==> src/hdl/aac_pkg.sv <==
// Shared types, widths and constants of the activity classifier.
`timescale 1ns / 1ps

package aac_pkg;

	// Field widths fixed by the sample and result formats
	localparam int SAMPLE_W     = 16;
	localparam int SUM_W        = 32;
	localparam int MAG_W        = 16;
	localparam int LEVEL_W      = 16;
	localparam int WEIGHT_FRAC  = 16;
	localparam int CFG_DATA_W   = 16;
	localparam int CFG_INDEX_W  = 2;
	localparam int CLASS_W      = 2;

	// Square root: one result bit per step
	localparam int ROOT_STEPS   = SUM_W / 2;
	localparam int ROOT_STEP_W  = $clog2(ROOT_STEPS);
	localparam int SHIFT_W      = $clog2(SUM_W);

	// Squaring pass over the three axes
	localparam int AXES         = 3;
	localparam int AXIS_W       = $clog2(AXES);

	// Defaults of the top level parameters
	localparam int DEF_FRACTION_BITS = 16;
	localparam int DEF_QUEUE_DEPTH   = 2;

	// Register reset values
	localparam logic [CFG_DATA_W-1:0] RST_GRAVITY = 16'd16384;
	localparam logic [CFG_DATA_W-1:0] RST_WALK    = 16'd1800;
	localparam logic [CFG_DATA_W-1:0] RST_RUN     = 16'd5000;
	localparam logic [CFG_DATA_W-1:0] RST_WEIGHT  = 16'd5243;

	typedef enum logic [CFG_INDEX_W-1:0] {
		CFG_GRAVITY = 2'd0,
		CFG_WALK    = 2'd1,
		CFG_RUN     = 2'd2,
		CFG_WEIGHT  = 2'd3
	} cfg_reg_t;

	typedef enum logic [CLASS_W-1:0] {
		ACT_SIT  = 2'd0,
		ACT_WALK = 2'd1,
		ACT_RUN  = 2'd2
	} activity_t;

	typedef struct packed {
		logic [CFG_DATA_W-1:0] gravity_offset;
		logic [CFG_DATA_W-1:0] walk_threshold;
		logic [CFG_DATA_W-1:0] run_threshold;
		logic [CFG_DATA_W-1:0] smoothing_weight;
	} cfg_regs_t;

	typedef enum logic [1:0] {
		FS_IDLE,
		FS_SQUARE,
		FS_PUSH
	} front_state_t;

	typedef enum logic [2:0] {
		BS_IDLE,
		BS_ROOT,
		BS_DIFF,
		BS_MUL,
		BS_UPDATE
	} back_state_t;

endpackage

==> src/hdl/aac_ifaces.sv <==
// Handshake channels: samples, results, configuration writes and the internal sum queue.
`timescale 1ns / 1ps

interface sample_if import aac_pkg::*; ();
	logic                       valid;
	logic                       ready;
	logic signed [SAMPLE_W-1:0] accel_x;
	logic signed [SAMPLE_W-1:0] accel_y;
	logic signed [SAMPLE_W-1:0] accel_z;

	modport source (output valid, accel_x, accel_y, accel_z, input ready);
	modport sink   (input valid, accel_x, accel_y, accel_z, output ready);
endinterface

interface result_if import aac_pkg::*; ();
	logic               valid;
	logic               ready;
	logic [CLASS_W-1:0] activity_class;
	logic [LEVEL_W-1:0] smoothed_level;

	modport source (output valid, activity_class, smoothed_level, input ready);
	modport sink   (input valid, activity_class, smoothed_level, output ready);
endinterface

interface cfg_if import aac_pkg::*; ();
	logic                   valid;
	logic                   ready;
	logic [CFG_INDEX_W-1:0] index;
	logic [CFG_DATA_W-1:0]  data;

	modport source (output valid, index, data, input ready);
	modport sink   (input valid, index, data, output ready);
endinterface

interface sum_if import aac_pkg::*; ();
	logic             valid;
	logic             ready;
	logic [SUM_W-1:0] sum;

	modport source (output valid, sum, input ready);
	modport sink   (input valid, sum, output ready);
endinterface

==> src/hdl/aac_front.sv <==
// Front end: takes a sample and forms x*x + y*y + z*z with one shared multiplier.
`timescale 1ns / 1ps

module aac_front import aac_pkg::*; (
	input  logic    clk,
	input  logic    arst_n,
	sample_if.sink  sample,
	sum_if.source   sum
);

	front_state_t               state_q, state_d;
	logic [AXIS_W-1:0]          axis_q;
	logic signed [SAMPLE_W-1:0] x_q, y_q, z_q;
	logic [SUM_W-1:0]           acc_q;
	logic signed [SAMPLE_W-1:0] operand;
	logic signed [SUM_W-1:0]    square;
	logic                       take;

	// Pick the axis for this squaring step
	always_comb begin
		case (axis_q)
			AXIS_W'(0): operand = x_q;
			AXIS_W'(1): operand = y_q;
			default:    operand = z_q;
		endcase
	end

	assign square = operand * operand;
	assign take   = sample.valid && sample.ready;

	// State register
	always_ff @(posedge clk or negedge arst_n) begin
		if (!arst_n) begin
			state_q <= FS_IDLE;
		end else begin
			state_q <= state_d;
		end
	end

	// Next state and handshakes
	always_comb begin
		state_d      = state_q;
		sample.ready = 1'b0;
		sum.valid    = 1'b0;
		case (state_q)
			FS_IDLE: begin
				sample.ready = 1'b1;
				if (sample.valid) state_d = FS_SQUARE;
			end
			FS_SQUARE: begin
				if (axis_q == AXIS_W'(AXES - 1)) state_d = FS_PUSH;
			end
			FS_PUSH: begin
				sum.valid = 1'b1;
				if (sum.ready) state_d = FS_IDLE;
			end
			default: state_d = FS_IDLE;
		endcase
	end

	// Capture the sample and accumulate squares
	always_ff @(posedge clk or negedge arst_n) begin
		if (!arst_n) begin
			axis_q <= '0;
		end else if (take) begin
			axis_q <= '0;
		end else if (state_q == FS_SQUARE) begin
			axis_q <= axis_q + AXIS_W'(1);
		end
	end

	always_ff @(posedge clk) begin
		if (take) begin
			x_q   <= sample.accel_x;
			y_q   <= sample.accel_y;
			z_q   <= sample.accel_z;
			acc_q <= '0;
		end else if (state_q == FS_SQUARE) begin
			acc_q <= acc_q + $unsigned(square);
		end
	end

	assign sum.sum = acc_q;

endmodule

==> src/hdl/aac_queue.sv <==
// Short queue of squared sums between the front and back ends.
`timescale 1ns / 1ps

module aac_queue import aac_pkg::*; #(
	parameter int DEPTH = DEF_QUEUE_DEPTH
) (
	input  logic  clk,
	input  logic  arst_n,
	sum_if.sink   push,
	sum_if.source pop
);

	localparam int PTR_W = (DEPTH > 1) ? $clog2(DEPTH) : 1;
	localparam int CNT_W = $clog2(DEPTH + 1);

	logic [SUM_W-1:0] mem [DEPTH];
	logic [PTR_W-1:0] wr_ptr_q, rd_ptr_q;
	logic [CNT_W-1:0] count_q;
	logic             do_push, do_pop;

	assign push.ready = (count_q != CNT_W'(DEPTH));
	assign pop.valid  = (count_q != '0);
	assign pop.sum    = mem[rd_ptr_q];
	assign do_push    = push.valid && push.ready;
	assign do_pop     = pop.valid && pop.ready;

	// Store incoming beats
	always_ff @(posedge clk) begin
		if (do_push) mem[wr_ptr_q] <= push.sum;
	end

	// Advance pointers and occupancy
	always_ff @(posedge clk or negedge arst_n) begin
		if (!arst_n) begin
			wr_ptr_q <= '0;
			rd_ptr_q <= '0;
			count_q  <= '0;
		end else begin
			if (do_push) begin
				wr_ptr_q <= (wr_ptr_q == PTR_W'(DEPTH - 1)) ? '0 : wr_ptr_q + PTR_W'(1);
			end
			if (do_pop) begin
				rd_ptr_q <= (rd_ptr_q == PTR_W'(DEPTH - 1)) ? '0 : rd_ptr_q + PTR_W'(1);
			end
			if (do_push && !do_pop) begin
				count_q <= count_q + CNT_W'(1);
			end else if (do_pop && !do_push) begin
				count_q <= count_q - CNT_W'(1);
			end
		end
	end

endmodule

==> src/hdl/aac_back.sv <==
// Back end: square root, gravity removal, exponential average and classification.
`timescale 1ns / 1ps

module aac_back import aac_pkg::*; #(
	parameter int FRACTION_BITS = DEF_FRACTION_BITS
) (
	input  logic      clk,
	input  logic      arst_n,
	input  cfg_regs_t regs,
	sum_if.sink       sum,
	result_if.source  result
);

	localparam int AVG_W  = LEVEL_W + FRACTION_BITS;
	localparam int PROD_W = AVG_W + WEIGHT_FRAC;

	back_state_t            state_q, state_d;
	logic [ROOT_STEP_W-1:0] step_q;
	logic [SUM_W-1:0]       rem_q, root_q;
	logic [AVG_W-1:0]       diff_q, avg_q;
	logic                   up_q;
	logic [PROD_W-1:0]      prod_q;
	logic                   res_valid_q;
	logic [CLASS_W-1:0]     class_q;
	logic [LEVEL_W-1:0]     level_q;

	logic [SUM_W-1:0]       bit_w, trial;
	logic                   fits;
	logic [MAG_W-1:0]       mag;
	logic [LEVEL_W-1:0]     motion;
	logic [AVG_W-1:0]       target, delta, avg_next, run_lim, walk_lim;
	logic                   up;
	activity_t              cls;
	logic                   load;

	// Square root step: test the current bit pair
	assign bit_w = SUM_W'(1) << (SHIFT_W'(SUM_W - 2) - {step_q, 1'b0});
	assign trial = root_q + bit_w;
	assign fits  = (rem_q >= trial);

	// Distance from one g and signed gap to the average
	assign mag    = root_q[MAG_W-1:0];
	assign motion = (mag >= regs.gravity_offset) ? mag - regs.gravity_offset
	                                             : regs.gravity_offset - mag;
	assign target = AVG_W'(motion) << FRACTION_BITS;
	assign up     = (target >= avg_q);

	// Average step and classification of the new level
	assign delta    = AVG_W'(prod_q >> WEIGHT_FRAC);
	assign avg_next = up_q ? avg_q + delta : avg_q - delta;
	assign run_lim  = AVG_W'(regs.run_threshold) << FRACTION_BITS;
	assign walk_lim = AVG_W'(regs.walk_threshold) << FRACTION_BITS;

	always_comb begin
		if (avg_next > run_lim) begin
			cls = ACT_RUN;
		end else if (avg_next > walk_lim) begin
			cls = ACT_WALK;
		end else begin
			cls = ACT_SIT;
		end
	end

	// State register
	always_ff @(posedge clk or negedge arst_n) begin
		if (!arst_n) begin
			state_q <= BS_IDLE;
		end else begin
			state_q <= state_d;
		end
	end

	// Next state; hold the update while the result register is occupied and not taken
	always_comb begin
		state_d   = state_q;
		sum.ready = 1'b0;
		load      = 1'b0;
		case (state_q)
			BS_IDLE: begin
				sum.ready = 1'b1;
				if (sum.valid) state_d = BS_ROOT;
			end
			BS_ROOT: begin
				if (step_q == ROOT_STEP_W'(ROOT_STEPS - 1)) state_d = BS_DIFF;
			end
			BS_DIFF: state_d = BS_MUL;
			BS_MUL:  state_d = BS_UPDATE;
			BS_UPDATE: begin
				if (!res_valid_q || result.ready) begin
					load    = 1'b1;
					state_d = BS_IDLE;
				end
			end
			default: state_d = BS_IDLE;
		endcase
	end

	// Running average, result valid and square root step counter
	always_ff @(posedge clk or negedge arst_n) begin
		if (!arst_n) begin
			avg_q       <= '0;
			res_valid_q <= 1'b0;
			step_q      <= '0;
		end else begin
			if (load) begin
				avg_q <= avg_next;
			end
			if (load) begin
				res_valid_q <= 1'b1;
			end else if (result.ready) begin
				res_valid_q <= 1'b0;
			end
			if (state_q == BS_ROOT) begin
				step_q <= step_q + ROOT_STEP_W'(1);
			end else begin
				step_q <= '0;
			end
		end
	end

	// Datapath registers
	always_ff @(posedge clk) begin
		case (state_q)
			BS_IDLE: begin
				rem_q  <= sum.sum;
				root_q <= '0;
			end
			BS_ROOT: begin
				if (fits) begin
					rem_q  <= rem_q - trial;
					root_q <= (root_q >> 1) + bit_w;
				end else begin
					root_q <= root_q >> 1;
				end
			end
			BS_DIFF: begin
				up_q   <= up;
				diff_q <= up ? target - avg_q : avg_q - target;
			end
			BS_MUL: begin
				prod_q <= PROD_W'(diff_q) * PROD_W'(regs.smoothing_weight);
			end
			default: ;
		endcase
		if (load) begin
			class_q <= cls;
			level_q <= avg_next[AVG_W-1 -: LEVEL_W];
		end
	end

	assign result.valid          = res_valid_q;
	assign result.activity_class = class_q;
	assign result.smoothed_level = level_q;

endmodule

==> src/hdl/accel_activity_classifier_top.sv <==
// Top level of the accelerometer activity classifier: registers, front end, queue, back end.
//
//   channel  | role | payload
//   ---------+------+------------------------------------------------
//   sample   | sink | accel_x, accel_y, accel_z (signed 16 bits)
//   result   | src  | activity_class (2 bits), smoothed_level (16 bits)
//   cfg      | sink | index (2 bits), data (16 bits); ready always high
//
// The front end works through a sample in steps: capture, three squares, hand-off.
// The back end sets the rate: per sample it runs the bit-per-step square root in sixteen
// steps, then difference, multiply and update.
// A result waits in its output register; the back end stalls only at its update step.
// Reset clears the average to zero and loads register defaults.
`timescale 1ns / 1ps

module accel_activity_classifier_top import aac_pkg::*; #(
	parameter int FRACTION_BITS = DEF_FRACTION_BITS,
	parameter int QUEUE_DEPTH   = DEF_QUEUE_DEPTH
) (
	input  logic     clk,
	input  logic     arst_n,
	sample_if.sink   sample,
	result_if.source result,
	cfg_if.sink      cfg
);

	cfg_regs_t regs_q;

	sum_if sum_push ();
	sum_if sum_pop ();

	// Configuration register file
	assign cfg.ready = 1'b1;

	always_ff @(posedge clk or negedge arst_n) begin
		if (!arst_n) begin
			regs_q.gravity_offset   <= RST_GRAVITY;
			regs_q.walk_threshold   <= RST_WALK;
			regs_q.run_threshold    <= RST_RUN;
			regs_q.smoothing_weight <= RST_WEIGHT;
		end else if (cfg.valid && cfg.ready) begin
			case (cfg_reg_t'(cfg.index))
				CFG_GRAVITY: regs_q.gravity_offset   <= cfg.data;
				CFG_WALK:    regs_q.walk_threshold   <= cfg.data;
				CFG_RUN:     regs_q.run_threshold    <= cfg.data;
				CFG_WEIGHT:  regs_q.smoothing_weight <= cfg.data;
				default: ;
			endcase
		end
	end

	aac_front u_front (
		.clk    (clk),
		.arst_n (arst_n),
		.sample (sample),
		.sum    (sum_push)
	);

	aac_queue #(
		.DEPTH (QUEUE_DEPTH)
	) u_queue (
		.clk    (clk),
		.arst_n (arst_n),
		.push   (sum_push),
		.pop    (sum_pop)
	);

	aac_back #(
		.FRACTION_BITS (FRACTION_BITS)
	) u_back (
		.clk    (clk),
		.arst_n (arst_n),
		.regs   (regs_q),
		.sum    (sum_pop),
		.result (result)
	);

endmodule
==> src/flat_wrapper.sv <==
// flat-port wrapper written by rule: the top's interface ports become plain ports
module accel_activity_classifier_top_flat import aac_pkg::*;
#(
	parameter int FRACTION_BITS = DEF_FRACTION_BITS,
	parameter int QUEUE_DEPTH   = DEF_QUEUE_DEPTH
)
  (clk, arst_n, sample_valid, sample_accel_x, sample_accel_y, sample_accel_z, sample_ready, result_valid, result_activity_class, result_smoothed_level, result_ready, cfg_valid, cfg_index, cfg_data, cfg_ready);
  sample_if sample_i ();
  result_if result_i ();
  cfg_if cfg_i ();
  input  logic clk;
  input  logic arst_n;
  input wire logic [$bits(sample_i.valid)-1:0] sample_valid;
  input wire logic [$bits(sample_i.accel_x)-1:0] sample_accel_x;
  input wire logic [$bits(sample_i.accel_y)-1:0] sample_accel_y;
  input wire logic [$bits(sample_i.accel_z)-1:0] sample_accel_z;
  output wire logic [$bits(sample_i.ready)-1:0] sample_ready;
  output wire logic [$bits(result_i.valid)-1:0] result_valid;
  output wire logic [$bits(result_i.activity_class)-1:0] result_activity_class;
  output wire logic [$bits(result_i.smoothed_level)-1:0] result_smoothed_level;
  input wire logic [$bits(result_i.ready)-1:0] result_ready;
  input wire logic [$bits(cfg_i.valid)-1:0] cfg_valid;
  input wire logic [$bits(cfg_i.index)-1:0] cfg_index;
  input wire logic [$bits(cfg_i.data)-1:0] cfg_data;
  output wire logic [$bits(cfg_i.ready)-1:0] cfg_ready;
  assign sample_i.valid = sample_valid;
  assign sample_i.accel_x = sample_accel_x;
  assign sample_i.accel_y = sample_accel_y;
  assign sample_i.accel_z = sample_accel_z;
  assign sample_ready = sample_i.ready;
  assign result_valid = result_i.valid;
  assign result_activity_class = result_i.activity_class;
  assign result_smoothed_level = result_i.smoothed_level;
  assign result_i.ready = result_ready;
  assign cfg_i.valid = cfg_valid;
  assign cfg_i.index = cfg_index;
  assign cfg_i.data = cfg_data;
  assign cfg_ready = cfg_i.ready;
  accel_activity_classifier_top #(.FRACTION_BITS(FRACTION_BITS), .QUEUE_DEPTH(QUEUE_DEPTH)) u_core (.clk(clk), .arst_n(arst_n), .sample(sample_i), .result(result_i), .cfg(cfg_i));
endmodule
==> config.mk <==
export PLATFORM = sky130hd
export DESIGN_NAME = accel_activity_classifier_top_flat
export DESIGN_NICKNAME = d
export VERILOG_FILES = /design/src/hdl/aac_pkg.sv /design/src/hdl/aac_ifaces.sv /design/src/hdl/aac_front.sv /design/src/hdl/aac_queue.sv /design/src/hdl/aac_back.sv /design/src/hdl/accel_activity_classifier_top.sv /design/src/flat_wrapper.sv
export SDC_FILE = /design/constraint.sdc
export NUM_CORES = 2
export LEC_CHECK = 0
export BUFFER_PORTS_ARGS = -buffer_cell sky130_fd_sc_hd__buf_2
export CAP_MARGIN = 15
export CORE_MARGIN = 2
export CORE_UTILIZATION = 50
export CTS_CLUSTER_DIAMETER = 80
export CTS_CLUSTER_SIZE = 8
export DETAILED_ROUTE_END_ITERATION = 16
export GPL_TIMING_DRIVEN = 0
export PLACE_DENSITY = 0.71
export SYNTH_ARGS = -nofsm -noshare
export SYNTH_HDL_FRONTEND = slang
export SYNTH_HIERARCHICAL = 1
export SYNTH_SLANG_ARGS = --single-unit
==> constraint.sdc <==
create_clock -name clk -period 10.2 [get_ports clk]
set_input_delay 3.06 -clock clk [delete_from_list [all_inputs] [get_ports clk]]
set_output_delay 3.06 -clock clk [all_outputs]
set_load 0.02 [all_outputs]
==> summary.txt <==
outcome: finished clean
arrival time at the worst endpoint: 9.21 ns
vias in the first global route: 38700
actual slew at the worst max-slew pin: 1.00 ns
area leader, netlist: fa_1
via count: 37300
Max Cap Viol: 0
Crit Path Class: flop to flop
Critical Path RT: 10.68 ns
Die Wd: 321 um
Critical R2R Launch: u_core/u_front/axis_q[0]$_DFFE_PN0P_
synth top area cells: fa_1, edfxtp_1, ha_1, inv_1, nand2_1
post-CTS setup buffers: 0
Post-DP Area: 52400 um^2
main flop type after synthesis: edfxtp_1
Nets: 6532
GRT Util Overall: 26.3%
r2r worst-path depth: 30
drt pass-1 iters: 6
RSZ-0062 raised after global routing: false
most frequent cells in the layout: inv_1, fa_1, nand2_1
TritonCTS clock tree: built
total gr overflow: 0
Die Ht: 321 um
detailed placer's ending HPWL: 107 mm
Syn Area/Cell: 9.67 um^2
CP endpoint kind: flop
# resized after CTS: 0
Fmax achieved: 115 MHz
vias per inst: 5.57
crit path capture: u_core/u_front/sum.sum[29]$_SDFFE_PP0P_
I/O Buffers: 90
DRC violations left: 0
max incr delay on CP: 0.82 ns
CTS Buffer Depth: 3
Slowest-stage cell, CP: a21oi_1
Synth Net Count: 6371
period utilization: 85.6%
share of async-settable or async-resettable flops after synthesis: 27.8%
Clock Latency Late Sink: 0.64 ns
#FFs+latches synth: 403
Root Driver: clkbuf_16
Die ar.: 103000 um^2
Seq/Total Area, Yosys: 22.4%
# IOs: 92
Mapped Area: 50100 um^2
Post-CTS Hold Fix Bufs: 0
Final Slew Violations: 0
Core Area: 99700 um^2
row cnt: 116
commonest non-fill, non-tap cell in the layout: inv_1
worst hold path class: flop to flop
reg-to-reg endpoint: u_core/u_front/sum.sum[29]$_SDFFE_PP0P_
post-route cell area: 54100 um^2
initial antenna violation count: 5
internal reg-to-reg setup slack: 1.47 ns
Cells after Synth: 5186
Final Wtd Congestion: 0.967
Yosys warnings: 6
layout cells sized above 1: 7.16%
Final Hold Fails: 0
clock transition at the registers of the reported paths: 0.05 ns
DRT iter0 DRCs: 2960
total CTS buffers: 57
Distinct cells, synth: 104
top cell type's share of synthesized area: 27.4%
cell mode on critical path: inv_1
Post-synth EDFFs: 259
Initial Util: 50.3%
crit-path max FO: 10
Post-Route WL: 132 mm
Setup crit start kind: flop
largest net degree at the start of global routing: 84
Post-Route Skew: 0.0380 ns
clk sink count: 403
min Tclk post-route: 8.73 ns
Layout Area Growth over Synthesis: 7.90%
final setup fails: 0
H-Tree Depth: 2
setup TNS: 0 ns
Slew Limit Headroom: 33.2%
Routed Antenna Nets: 0
CP startpoint: u_core/u_front/axis_q[0]$_DFFE_PN0P_
first-pass GRT wire length: 212 mm
routed len/inst: 19.7 um
==> flip-flops by register name, indices dropped and copies added (netlist names) <==
name,count
u_core/regs_q,64
u_core/u_back/avg_q,32
u_core/u_back/diff_q,32
u_core/u_back/prod_q,32
u_core/u_back/rem_q,32
u_core/u_back/result.activity_class,2
u_core/u_back/result.smoothed_level,16
u_core/u_back/result.valid,1
u_core/u_back/root_q,32
u_core/u_back/state_q,3
u_core/u_back/step_q,4
u_core/u_back/up_q,1
u_core/u_front/axis_q,2
u_core/u_front/state_q,2
u_core/u_front/sum.sum,32
u_core/u_front/x_q,16
u_core/u_front/y_q,16
u_core/u_front/z_q,16
u_core/u_queue/count_q,2
u_core/u_queue/mem,64
u_core/u_queue/rd_ptr_q,1
u_core/u_queue/wr_ptr_q,1
==> critical path, delay by kind of cell, from the launching register on <==
family | cells | cell delay [ns]
AO/OA/AOI/OAI | 6 | 2.11
XOR/XNOR | 1 | 0.20
adder cells (fa/ha/maj) | 8 | 3.44
buffers and inverters | 10 | 1.35
flip-flops | 1 | 0.40
AND/OR/NAND/NOR | 5 | 1.07
==> how the worst min path moves through the flow <==
stage	slack [ns]	cells after the start	from	to
global placement	0.47	0	u_core/u_front/sum.sum[0]$_SDFFE_PP0P_	u_core/u_queue/mem[1][0]$_DFFE_PP_
floorplan	0.43	0	u_core/u_front/sum.sum[15]$_SDFFE_PP0P_	u_core/u_queue/mem[0][15]$_DFFE_PP_
CTS	0.50	1	u_core/u_front/state_q[1]$_DFFE_PN0P_	u_core/u_front/state_q[0]$_DFFE_PN0P_
global route	0.52	1	u_core/regs_q[38]$_DFFE_PN0P_	u_core/regs_q[38]$_DFFE_PN0P_
detailed placement	0.49	1	u_core/regs_q[36]$_DFFE_PN0P_	u_core/regs_q[36]$_DFFE_PN0P_
finish	0.50	1	u_core/u_front/state_q[1]$_DFFE_PN0P_	u_core/u_front/state_q[0]$_DFFE_PN0P_
==> layout make-up <==
cell class              instances  area [um^2]
fillers                      8889        45600
flip-flops and latches        403        11200
clock buffers                 101         1590
well taps                    1298         1620
clock inverters                 5         58.8
diodes                          1         2.50
inverters                     918         3450
repair buffers                102          644
plain buffers                 180          792
multi-input cells            3685        34700
==> per-layer routing <==
metal	wire, um	vias up	global-route usage, %
li1	-	17100	-
met1	53900	18500	34.1
met2	63700	1345	44.8
met3	9430	283	4.02
met4	5060	6	8.97
met5	39	-	0
==> through the flow <==
step	utilization, %	cells	worst slack (ns)	hold WS, ns
floorplan	-	5186	3.07	0.426
global placement	52.4	6574	0.799	0.471
detailed placement	52.6	6585	1.67	0.494
CTS	54.2	6691	1.62	0.502
global route	54.2	6692	1.08	0.517
finish	54.2	6693	1.47	0.499
==> kinds of logic after synthesis <==
logic type / synth area share (%)
compound gates: 10.5
xor+xnor: 4.79
fa+ha+maj: 38.1
buf+inv: 8.45
flops: 22.4
mux: 2.95
other cells: 0.00748
simple gates: 12.9
==> synthesized netlist by cell type (all sizes together), types with 17 or more instances <==
cell type	count
nor2	246
ha	429
inv	912
nor3	36
nand4	33
mux2	110
a211oi	43
xor2	122
a21oi	234
a31oi	50
dfxtp	32
fa	685
and2	243
or3	17
o21bai	33
xnor2	148
nand2	629
and3	19
dfrtp	94
a21o	98
o21ai	176
dfstp	18
nor2b	26
o31ai	30
a22o	17
buf	31
nand3	45
edfxtp	259
clkbuf	149
Power is not shown: default switching activity piles up to over one toggle a cycle in this logic, so the estimate is an artifact.
